===== config.mk =====
export PLATFORM = sky130hd
export DESIGN_NAME = parallel_port_to_spi_bridge
export DESIGN_NICKNAME = d
export VERILOG_FILES = /design/src/rtl/core/pps_pkg.sv /design/src/rtl/core/parallel_port_to_spi_bridge.sv /design/src/rtl/core/pps_in_stage.sv /design/src/rtl/core/pps_ctrl.sv /design/src/rtl/core/pps_out_stage.sv
export SDC_FILE = /design/constraint.sdc
export NUM_CORES = 1
export LEC_CHECK = 0
export ABC_AREA = 1
export BUFFER_PORTS_ARGS = -buffer_cell sky130_fd_sc_hd__buf_2
export CAP_MARGIN = 20
export CORE_AREA = 2 2 103 105
export CTS_CLUSTER_DIAMETER = 120
export DETAILED_ROUTE_END_ITERATION = 6
export DIE_AREA = 0 0 105 107
export PLACE_DENSITY_LB_ADDON = 0.08
export SETUP_SLACK_MARGIN = 0.1
export SYNTH_ARGS = -nofsm -noshare
export SYNTH_HDL_FRONTEND = slang
export SYNTH_SLANG_ARGS = --single-unit

===== constraint.sdc =====
create_clock -name clk -period 4.8 [get_ports clk]
set_clock_uncertainty 0.1 [all_clocks]
set_input_delay 0.96 -clock clk [delete_from_list [all_inputs] [get_ports clk]]
set_output_delay 0.96 -clock clk [all_outputs]
set_load 0.02 [all_outputs]

===== src/rtl/core/pps_pkg.sv =====
// ---------------------------------------------------------------------------
// pps_pkg
// Shared types and constants for the parallel port to SPI bridge.
// ---------------------------------------------------------------------------
`default_nettype none

package pps_pkg;

    // Event codes carried in the kind field
    typedef enum logic [2:0] {
        EV_REQ    = 3'd0,
        EV_STROBE = 3'd1,
        EV_REL    = 3'd2,
        EV_CARD   = 3'd3,
        EV_SPI    = 3'd4
    } event_t;

    // Command phases
    typedef enum logic [2:0] {
        PH_IDLE    = 3'd0,
        PH_LONG2   = 3'd1,
        PH_READ    = 3'd2,
        PH_WSTROBE = 3'd3,
        PH_WSPI    = 3'd4,
        PH_CARD    = 3'd5,
        PH_WAITREL = 3'd6
    } phase_t;

    // Sub-commands of the 0xC0 group (command bits 5..1)
    localparam logic [4:0] SUB_SELECT = 5'd0;
    localparam logic [4:0] SUB_CARD   = 5'd1;
    localparam logic [4:0] SUB_SPEED  = 5'd2;

    localparam int CountW = 13;

    // SPI line idles high; reads shift out all ones
    localparam logic [7:0] SPI_IDLE_BYTE = 8'hff;

    // One input word
    typedef struct packed {
        logic [2:0] kind;
        logic [7:0] port_data;
        logic       card_detect_level;
        logic [7:0] spi_rx_byte;
    } item_t;

    // One result word
    typedef struct packed {
        logic [7:0] port_out;
        logic       port_drive;
        logic       active_n;
        logic       irq_asserted;
        logic       select_n;
        logic       spi_send;
        logic [7:0] spi_tx_byte;
        logic       speed_fast;
        logic       transfer_done;
    } result_t;

endpackage

`default_nettype wire


===== src/rtl/core/parallel_port_to_spi_bridge.sv =====
// ---------------------------------------------------------------------------
// parallel_port_to_spi_bridge
// Parallel port target bridged to an SPI master, one event word at a time.
// ---------------------------------------------------------------------------
// Each event word (request start, strobe toggle, request release, card
// detect sample, SPI byte received) yields exactly one result word with the
// port, acknowledge, interrupt, select and speed levels after the event and
// any SPI exchange it starts. The block takes one word per clock while not
// stalled; a word passes an input register and the command state machine and
// is captured in the result register. The result register stalls
// only when a result is waiting and out_stall is high; the input register
// stalls only when, in addition, it already holds a word.
// ---------------------------------------------------------------------------
`default_nettype none

module parallel_port_to_spi_bridge
    import pps_pkg::*;
(
    input  wire logic       clk,
    input  wire logic       rst_n,
    input  wire logic       in_valid,
    output logic            in_stall,
    input  wire logic [2:0] kind,
    input  wire logic [7:0] port_data,
    input  wire logic       card_detect_level,
    input  wire logic [7:0] spi_rx_byte,
    output logic            out_valid,
    input  wire logic       out_stall,
    output logic [7:0]      port_out,
    output logic            port_drive,
    output logic            active_n,
    output logic            irq_asserted,
    output logic            select_n,
    output logic            spi_send,
    output logic [7:0]      spi_tx_byte,
    output logic            speed_fast,
    output logic            transfer_done
);

    item_t   in_item;
    item_t   hold_item;
    logic    hold_valid;
    logic    advance;
    result_t result;
    result_t out_result;

    assign in_item.kind              = kind;
    assign in_item.port_data         = port_data;
    assign in_item.card_detect_level = card_detect_level;
    assign in_item.spi_rx_byte       = spi_rx_byte;

    pps_in_stage u_in_stage (
        .clk        (clk),
        .rst_n      (rst_n),
        .in_valid   (in_valid),
        .in_stall   (in_stall),
        .item       (in_item),
        .advance    (advance),
        .hold_valid (hold_valid),
        .hold_item  (hold_item)
    );

    pps_ctrl u_ctrl (
        .clk    (clk),
        .rst_n  (rst_n),
        .fire   (hold_valid && advance),
        .item   (hold_item),
        .result (result)
    );

    pps_out_stage u_out_stage (
        .clk        (clk),
        .rst_n      (rst_n),
        .hold_valid (hold_valid),
        .result     (result),
        .advance    (advance),
        .out_valid  (out_valid),
        .out_stall  (out_stall),
        .out_result (out_result)
    );

    assign port_out      = out_result.port_out;
    assign port_drive    = out_result.port_drive;
    assign active_n      = out_result.active_n;
    assign irq_asserted  = out_result.irq_asserted;
    assign select_n      = out_result.select_n;
    assign spi_send      = out_result.spi_send;
    assign spi_tx_byte   = out_result.spi_tx_byte;
    assign speed_fast    = out_result.speed_fast;
    assign transfer_done = out_result.transfer_done;

endmodule

`default_nettype wire


===== src/rtl/core/pps_in_stage.sv =====
// ---------------------------------------------------------------------------
// pps_in_stage
// Input register: holds one event word until the update stage takes it.
// ---------------------------------------------------------------------------
`default_nettype none

module pps_in_stage
    import pps_pkg::*;
(
    input  wire logic       clk,
    input  wire logic       rst_n,
    input  wire logic       in_valid,
    output logic            in_stall,
    input  wire item_t      item,
    input  wire logic       advance,
    output logic            hold_valid,
    output item_t           hold_item
);

    logic  valid_reg;
    logic  valid_next;
    item_t item_reg;
    logic  load;

    // Refill when empty or when the held word moves on
    assign load       = !valid_reg || advance;
    assign in_stall   = !load;
    assign valid_next = load ? in_valid : valid_reg;

    always_ff @(posedge clk or negedge rst_n)
    begin
        if (!rst_n)
        begin
            valid_reg <= 1'b0;
        end
        else
        begin
            valid_reg <= valid_next;
        end
    end

    // Payload, no reset
    always_ff @(posedge clk)
    begin
        if (load && in_valid)
        begin
            item_reg <= item;
        end
    end

    assign hold_valid = valid_reg;
    assign hold_item  = item_reg;

endmodule

`default_nettype wire


===== src/rtl/core/pps_ctrl.sv =====
// ---------------------------------------------------------------------------
// pps_ctrl
// Command state machine and bridge state; one event word applied per fire.
// ---------------------------------------------------------------------------
`default_nettype none

module pps_ctrl
    import pps_pkg::*;
(
    input  wire logic    clk,
    input  wire logic    rst_n,
    input  wire logic    fire,
    input  wire item_t   item,
    output result_t      result
);

    phase_t              phase_reg, phase_next;
    logic [CountW-1:0]   bytes_left_reg, bytes_left_next;
    logic                read_dir_reg, read_dir_next;
    logic [7:0]          rx_hold_reg, rx_hold_next;
    logic                rx_ready_reg, rx_ready_next;
    logic                pending_reg, pending_next;
    logic                select_reg, select_next;
    logic                fast_reg, fast_next;
    logic                irq_reg, irq_next;
    logic                last_card_reg, last_card_next;
    logic                card_seen_reg, card_seen_next;
    logic [7:0]          out_byte_reg, out_byte_next;
    logic                out_en_reg, out_en_next;
    logic                ack_reg, ack_next;
    logic                send;
    logic [7:0]          tx_byte;

    logic [7:0]          cmd;
    logic                is_xfer_cmd;
    logic [4:0]          sub;
    logic                last_byte;
    logic [CountW-1:0]   bytes_dec;
    event_t              ev;

    assign cmd         = item.port_data;
    assign is_xfer_cmd = (cmd[7:6] != 2'b11);
    assign sub         = cmd[5:1];
    assign last_byte   = (bytes_left_reg == '0);
    assign bytes_dec   = bytes_left_reg - CountW'(1);
    assign ev          = event_t'(item.kind);

    // Next phase
    always_comb
    begin
        phase_next = phase_reg;
        unique case (ev)
            EV_REL:
            begin
                phase_next = PH_IDLE;
            end
            EV_REQ:
            begin
                if (phase_reg == PH_IDLE)
                begin
                    if (is_xfer_cmd)
                    begin
                        if (cmd[7])
                            phase_next = PH_LONG2;
                        else
                            phase_next = cmd[6] ? PH_READ : PH_WSTROBE;
                    end
                    else if (sub == SUB_CARD)
                    begin
                        phase_next = PH_CARD;
                    end
                    else
                    begin
                        phase_next = PH_WAITREL;
                    end
                end
            end
            EV_STROBE:
            begin
                unique case (phase_reg)
                    PH_LONG2:   phase_next = item.port_data[7] ? PH_READ : PH_WSTROBE;
                    PH_READ:
                    begin
                        if (rx_ready_reg && last_byte)
                            phase_next = PH_WAITREL;
                    end
                    PH_WSTROBE: phase_next = PH_WSPI;
                    PH_CARD:    phase_next = PH_WAITREL;
                    default:    phase_next = phase_reg;
                endcase
            end
            EV_SPI:
            begin
                if (phase_reg == PH_READ)
                begin
                    if (pending_reg && last_byte)
                        phase_next = PH_WAITREL;
                end
                else if (phase_reg == PH_WSPI)
                begin
                    if (last_byte)
                        phase_next = PH_WAITREL;
                    else if (!pending_reg)
                        phase_next = PH_WSTROBE;
                end
            end
            default:
            begin
                phase_next = phase_reg;
            end
        endcase
    end

    // Data registers and SPI request
    always_comb
    begin
        bytes_left_next = bytes_left_reg;
        read_dir_next   = read_dir_reg;
        rx_hold_next    = rx_hold_reg;
        rx_ready_next   = rx_ready_reg;
        pending_next    = pending_reg;
        select_next     = select_reg;
        fast_next       = fast_reg;
        irq_next        = irq_reg;
        last_card_next  = last_card_reg;
        card_seen_next  = card_seen_reg;
        out_byte_next   = out_byte_reg;
        out_en_next     = out_en_reg;
        ack_next        = ack_reg;
        send            = 1'b0;
        tx_byte         = SPI_IDLE_BYTE;

        unique case (ev)
            EV_CARD:
            begin
                if (!card_seen_reg)
                begin
                    card_seen_next = 1'b1;
                    last_card_next = item.card_detect_level;
                end
                else if (phase_reg == PH_IDLE && item.card_detect_level != last_card_reg)
                begin
                    irq_next       = 1'b1;
                    last_card_next = item.card_detect_level;
                end
            end
            EV_REL:
            begin
                if (phase_reg != PH_IDLE)
                begin
                    out_en_next   = 1'b0;
                    out_byte_next = 8'h00;
                    ack_next      = 1'b1;
                    pending_next  = 1'b0;
                    rx_ready_next = 1'b0;
                end
            end
            EV_REQ:
            begin
                if (phase_reg == PH_IDLE)
                begin
                    if (is_xfer_cmd)
                    begin
                        ack_next = 1'b0;
                        if (!cmd[7])
                        begin
                            read_dir_next   = cmd[6];
                            bytes_left_next = {7'd0, cmd[5:0]};
                            pending_next    = 1'b0;
                            rx_ready_next   = 1'b0;
                            send            = cmd[6];
                        end
                        else
                        begin
                            bytes_left_next = {cmd[5:0], 7'd0};
                        end
                    end
                    else
                    begin
                        unique case (sub)
                            SUB_SELECT:
                            begin
                                select_next = !cmd[0];
                                ack_next    = 1'b0;
                            end
                            SUB_CARD:
                            begin
                                irq_next = 1'b0;
                                ack_next = 1'b0;
                            end
                            SUB_SPEED:
                            begin
                                fast_next = cmd[0];
                                ack_next  = 1'b0;
                            end
                            default:
                            begin
                                ack_next = ack_reg;
                            end
                        endcase
                    end
                end
            end
            EV_STROBE:
            begin
                unique case (phase_reg)
                    PH_LONG2:
                    begin
                        read_dir_next   = item.port_data[7];
                        bytes_left_next = bytes_left_reg | {6'd0, item.port_data[6:0]};
                        pending_next    = 1'b0;
                        rx_ready_next   = 1'b0;
                        send            = item.port_data[7];
                    end
                    PH_READ:
                    begin
                        if (rx_ready_reg)
                        begin
                            out_byte_next = rx_hold_reg;
                            out_en_next   = 1'b1;
                            rx_ready_next = 1'b0;
                            pending_next  = 1'b0;
                            if (!last_byte)
                            begin
                                bytes_left_next = bytes_dec;
                                send            = 1'b1;
                            end
                        end
                        else
                        begin
                            pending_next = !pending_reg;
                        end
                    end
                    PH_WSTROBE:
                    begin
                        send    = 1'b1;
                        tx_byte = item.port_data;
                    end
                    PH_WSPI:
                    begin
                        pending_next = !pending_reg;
                        rx_hold_next = item.port_data;
                    end
                    PH_CARD:
                    begin
                        out_byte_next = {7'd0, !item.card_detect_level};
                        out_en_next   = 1'b1;
                    end
                    default:
                    begin
                        send = 1'b0;
                    end
                endcase
            end
            EV_SPI:
            begin
                if (phase_reg == PH_READ)
                begin
                    if (pending_reg)
                    begin
                        out_byte_next = item.spi_rx_byte;
                        out_en_next   = 1'b1;
                        rx_ready_next = 1'b0;
                        pending_next  = 1'b0;
                        if (!last_byte)
                        begin
                            bytes_left_next = bytes_dec;
                            send            = 1'b1;
                        end
                    end
                    else
                    begin
                        rx_hold_next  = item.spi_rx_byte;
                        rx_ready_next = 1'b1;
                    end
                end
                else if (phase_reg == PH_WSPI)
                begin
                    if (last_byte)
                    begin
                        pending_next = 1'b0;
                    end
                    else
                    begin
                        bytes_left_next = bytes_dec;
                        if (pending_reg)
                        begin
                            pending_next = 1'b0;
                            send         = 1'b1;
                            tx_byte      = rx_hold_reg;
                        end
                    end
                end
            end
            default:
            begin
                send = 1'b0;
            end
        endcase
    end

    // State registers
    always_ff @(posedge clk or negedge rst_n)
    begin
        if (!rst_n)
        begin
            phase_reg      <= PH_IDLE;
            bytes_left_reg <= '0;
            read_dir_reg   <= 1'b0;
            rx_hold_reg    <= 8'h00;
            rx_ready_reg   <= 1'b0;
            pending_reg    <= 1'b0;
            select_reg     <= 1'b1;
            fast_reg       <= 1'b0;
            irq_reg        <= 1'b0;
            last_card_reg  <= 1'b0;
            card_seen_reg  <= 1'b0;
            out_byte_reg   <= 8'h00;
            out_en_reg     <= 1'b0;
            ack_reg        <= 1'b1;
        end
        else if (fire)
        begin
            phase_reg      <= phase_next;
            bytes_left_reg <= bytes_left_next;
            read_dir_reg   <= read_dir_next;
            rx_hold_reg    <= rx_hold_next;
            rx_ready_reg   <= rx_ready_next;
            pending_reg    <= pending_next;
            select_reg     <= select_next;
            fast_reg       <= fast_next;
            irq_reg        <= irq_next;
            last_card_reg  <= last_card_next;
            card_seen_reg  <= card_seen_next;
            out_byte_reg   <= out_byte_next;
            out_en_reg     <= out_en_next;
            ack_reg        <= ack_next;
        end
    end

    // Result word: state after the event, plus per-event strobes
    always_comb
    begin
        result.port_out      = out_byte_next;
        result.port_drive    = out_en_next;
        result.active_n      = ack_next;
        result.irq_asserted  = irq_next;
        result.select_n      = select_next;
        result.spi_send      = send;
        result.spi_tx_byte   = tx_byte;
        result.speed_fast    = fast_next;
        result.transfer_done = (phase_next == PH_WAITREL) && (phase_reg != PH_WAITREL);
    end

endmodule

`default_nettype wire


===== src/rtl/core/pps_out_stage.sv =====
// ---------------------------------------------------------------------------
// pps_out_stage
// Result register; frees the update stage whenever it is empty or drained.
// ---------------------------------------------------------------------------
`default_nettype none

module pps_out_stage
    import pps_pkg::*;
(
    input  wire logic    clk,
    input  wire logic    rst_n,
    input  wire logic    hold_valid,
    input  wire result_t result,
    output logic         advance,
    output logic         out_valid,
    input  wire logic    out_stall,
    output result_t      out_result
);

    logic    valid_reg;
    logic    valid_next;
    result_t result_reg;

    assign advance    = !valid_reg || !out_stall;
    assign valid_next = advance ? hold_valid : valid_reg;

    always_ff @(posedge clk or negedge rst_n)
    begin
        if (!rst_n)
        begin
            valid_reg <= 1'b0;
        end
        else
        begin
            valid_reg <= valid_next;
        end
    end

    // Payload, no reset
    always_ff @(posedge clk)
    begin
        if (advance && hold_valid)
        begin
            result_reg <= result;
        end
    end

    assign out_valid  = valid_reg;
    assign out_result = result_reg;

endmodule

`default_nettype wire


Yosys cells after proc, flatten, opt, wreduce, memory -nomap -nowiden
Index checks and enable logic that the tools add are counted. W data, S select, Z words.

Bitwise gates (word level): 1. Equality and inequality tests: 29. Muxes and demuxes: 92. Reductions and logical operators: 31. $add $sub $neg: 1.

Operators by type and width (number): $mux W13 (8); $mux W8 (12); $pmux W8 S2 (3); $mux W1 (45); $pmux W13 S3 (1); $mux W3 (9); $pmux W13 S2 (1); $pmux W3 S4 (2); $pmux W8 S3 (1); $reduce_and A8 Y1 (3); $logic_not A13 Y1 (1); $or A13 B7 Y13 (1); $sub A13 B1 Y13 const B (1); $eq A3 B2 Y1 const B (4); $eq A3 B3 Y1 const B (4); $pmux W1 S3 (4); $ne A2 B1 Y1 const B (5); $ne A2 B2 Y1 const B (5); $ne A3 B2 Y1 const B (3); $pmux W1 S4 (2); $logic_not A1 Y1 (7); $eq A3 B1 Y1 const B (2); $logic_and A1 B1 Y1 (6); $logic_not A3 Y1 (2); 18 further kinds (22).

Flip-flop bits (word level): 86. Logic and storage cells: 182.

Longest topological paths before layout
Word-level depth: 7. Mapped depth: 12.

Modules after synthesis
Synthesis repeated with hierarchy kept, for this count alone.

Cell total of the unflattened synthesis: 651. Area total of the unflattened synthesis: 5081.1 um2.

Modules (own cells, without submodules): pps_ctrl (area an instance 3683.5 um2, cells an instance 594, instances 1); pps_out_stage (area an instance 732.0 um2, cells an instance 28, instances 1); pps_in_stage (area an instance 658.1 um2, cells an instance 27, instances 1); parallel_port_to_spi_bridge (area an instance 7.5 um2, cells an instance 2, instances 1).

Worst setup path after synthesis
Ideal clock, no wire load.

Kind: in2reg. From: in out_stall. To: reg u_out_stage.result_reg (netlist bit u_out_stage.out_result[0]), enable pin. Setup slack: 2.211 ns. Cell stages on the path: 4. Path buffers: 1. Data required time: 4.304 ns. Arrival time: 2.093 ns. Path through: nand2_1 > nand2_1 > clkinv_1 > clkbuf_1.

Word-level cells in the longest chain between the ends: 3.

Ends and longest elaborated chain: start, declared (RTL line parallel_port_to_spi_bridge.sv:28) `input wire logic out_stall,`; $logic_not A1 Y1 (RTL line pps_out_stage.sv:24) `assign advance = !valid_reg || !out_stall;`; $logic_or A1 B1 Y1 (RTL line pps_out_stage.sv:24); $logic_and A1 B1 Y1; named net u_ctrl.fire (RTL line pps_ctrl.sv:12) `input wire logic fire,`; end signal, assigned (RTL line pps_out_stage.sv:44) `result_reg <= result;`; end, declared (RTL line pps_out_stage.sv:22) `result_t result_reg;`.

The timed path passes the listed nets, and every way through them passes these cells. A chain may end at the register's enable or synchronous reset.

==> impl_metrics.tcl <==
set metrics [dict create \
    status "complete, no violations" \
    synth_top_area_cell "edfxtp_1" \
    synth.top_cells.by_count "nand2_1 (188), inv_1 (73), nor2_1 (60)" \
    numCtsBuffers 9 \
    vdd_ir_drop_max_v 0.000229 \
    grt_antenna_before_repair 0 \
    hold_viol 0 \
    postCtsSetupBuffers 0 \
    path_class "flop to flop" \
    synthCells 628 \
    synthMuxAreaShare 0 \
    place_hpwl_um 9180 \
    final_nets 701 \
    yosysWarnings 0 \
    syn-num-nets 654 \
    synth_compound_area_frac 0.127 \
    cts-root-buf "clkbuf_8" \
    slew_headroom 0.317 \
    synth-simple-area-share 0.303 \
    pwr-share-seq 0.449 \
    core_um2 10100 \
    syn2layout_area_growth_pct 11.9 \
    post-place-cells 799 \
    final_area_um2 5440 \
    netlist_area_um2 4860 \
    critPathSlowestCell "nand2_2" \
    grt_pass1_wl_um 20900 \
    regArea_um2 2370 \
    ant_nets 0 \
    synth_fa_ha_area_frac 0.00515 \
    vias 4414 \
    wl_per_cell_um 15.6 \
    cpMostUsedCell "nand2_1" \
    drtIter0Drc 258 \
    firstDrtPassIters 5 \
    slew_viol_final 0 \
    path_delay_family "simple AND/OR/NAND/NOR gates" \
    netSwitchingFraction 0.417 \
    tritoncts "built" \
    p_sw_mw 1.08 \
    clkPwrFrac 0.202 \
    synth.avg_cell_area_um2 7.74 \
    cp-start-kind "flop" \
    worstPathMaxFanout 21 \
    synth-xor-area-share 0.00180 \
    power.leakage_nw 2.53 \
    dpl-instance-area_um2 5230 \
    ctsHtreeMaxLevel 3 \
    ys_top_cells_by_area "edfxtp_1 (27%), dfrtp_1 (21%), nand2_1 (15%)" \
    crit_path_end_kind "flop" \
    via_per_inst 5.41 \
    period_share 0.572 \
    clock-sinks 86 \
    yosysMostFrequentCell "nand2_1" \
    gp_congestion 0.892 \
    combPwrFrac 0.349 \
    netlist.area_leader.share 0.266 \
    fp.dieArea_um2 11200 \
    diodes 0 \
    routed_wl_um 12700 \
    clockBufferDepth 2 \
    grt_usage 0.238 \
    power.density_nw_per_um2 474 \
    worstPathArrival_ns 2.76 \
    seq_area_frac_synth 0.487 \
    tns_ns 0 \
    die_width_um 105 \
    internal-power_mw 1.50 \
    port_buffers 48 \
    synthFlopType "edfxtp_1" \
    grt_overflow_total 0 \
    dieHeight_um 107 \
    initial_utilization 0.482 \
    ys_seq_elements 86 \
    cp_num_buf_inv 1 \
    max_freq_mhz 364 \
    cts_hold_buf 0 \
    synth_top_family_by_area "simple AND/OR/NAND/NOR gates" \
    synth-edff-count 43 \
    period_minus_slack_ns 2.75 \
    hp-class "input pin to asynchronous set/reset pin" \
    multi_input_area_um2 2130 \
    largest_register_ffs 23 \
    io_pins 49 \
    drive_above_1_share 0.137 \
    clk_pin_slew_worst_paths_ns 0.10 \
    crit_path_max_incr_delay_ns 0.51 \
    drc 0 \
    cap_viol_max_count 0 \
    clk_latency_ns 0.37 \
    cts_resized 0 \
    tightest_slew_ns 1.02 \
    grt_pass1_vias 4225 \
    path_cells "nor2_1, nand2_1, nand2_2, inv_1, nand2_1, o21ai_1, nand2_1, nand3_1" \
    synth_cell_types 36 \
    async_flop_share 0.500 \
    worstPathRequired_ns 4.81 \
    grt_max_degree 44 \
    rows 37 \
    nFillCells 992 \
    final-instance-count-excl-fill 816 \
    r2r_slack_ns 2.05 \
    setup_violations 0 \
    grt_setup_unrepaired "false" \
]
==> routing by layer <==
metal  vias up  global-route usage  wire [µm]
met5         -                   0          0
met1      2072               0.332       5900
met3        26              0.0353        741
met2       149               0.368       5770
met4         0               0.110        332
li1       2167                   -          -
==> metrics by stage <==
step / total power, mW / setup WS (ns) / utilization / hold WS [ns]
5_1_grt: 2.77 / 1.80 / 0.539 / 0.389
3_5_place_dp: 2.05 / 1.93 / 0.518 / 0.369
4_1_cts: 2.57 / 2.07 / 0.537 / 0.382
2_1_floorplan: 1.80 / 2.21 / - / 0.348
6_report: 2.58 / 2.05 / 0.539 / 0.372
3_3_place_gp: 2.04 / 1.97 / 0.518 / 0.355
==> placed cells by master (no fill, tap or decap), types with 4 or more instances in the layout <==
cell | synthesis | final
o21ai_0 | 57 | 57
inv_2 | 6 | 6
nand3_1 | 52 | 52
nor2_1 | 60 | 60
dfrtp_1 | 41 | 41
o211ai_1 | 9 | 9
nand2_1 | 188 | 188
nand4_1 | 13 | 13
o31ai_1 | 12 | 12
clkbuf_8 | 0 | 9
edfxtp_1 | 43 | 43
nor3_1 | 4 | 4
nand2_2 | 5 | 5
nand3_2 | 4 | 4
buf_2 | 6 | 48
inv_1 | 73 | 73
o21ai_1 | 11 | 11
a21oi_1 | 12 | 12
==> path summary, 6_finish.rpt <==
path	start	to	depth (start not counted)
worst min register to register	u_ctrl.ack_reg	u_ctrl.ack_reg	2
worst max register to register	u_in_stage.hold_item[18]	u_out_stage.out_result[18]	8
worst max-delay path	u_in_stage.hold_item[18]	u_out_stage.out_result[18]	8
worst min-delay path	rst_n	u_ctrl.out_byte_reg[3]	1
max in group asynchronous	rst_n	u_ctrl.select_reg	2
min in group clk	u_ctrl.ack_reg	u_ctrl.ack_reg	2
==> cell type report <==
cell class              count  share of cell area
flip-flops and latches     86               0.435
multi-input cells         446               0.390
inverters                  81              0.0558
repair buffers             51              0.0506
well taps                 136              0.0313
clock buffers              10              0.0234
clock inverters             6              0.0131
==> power by group through the flow <==
stage | logic, mW | clock network, mW | registers [mW]
2_1_floorplan | 0.643 | 0 | 1.15
3_3_place_gp | 0.874 | 0 | 1.16
3_5_place_dp | 0.888 | 0 | 1.16
4_1_cts | 0.891 | 0.529 | 1.15
5_1_grt | 1.03 | 0.556 | 1.18
6_report | 0.899 | 0.521 | 1.16
==> cells by family after synthesis <==
group / after synthesis
fa+ha+maj: 2
xor+xnor: 1
buf+inv: 96
simple gates: 335
flops: 86
compound gates: 108
(Power assumes the default switching activity.)
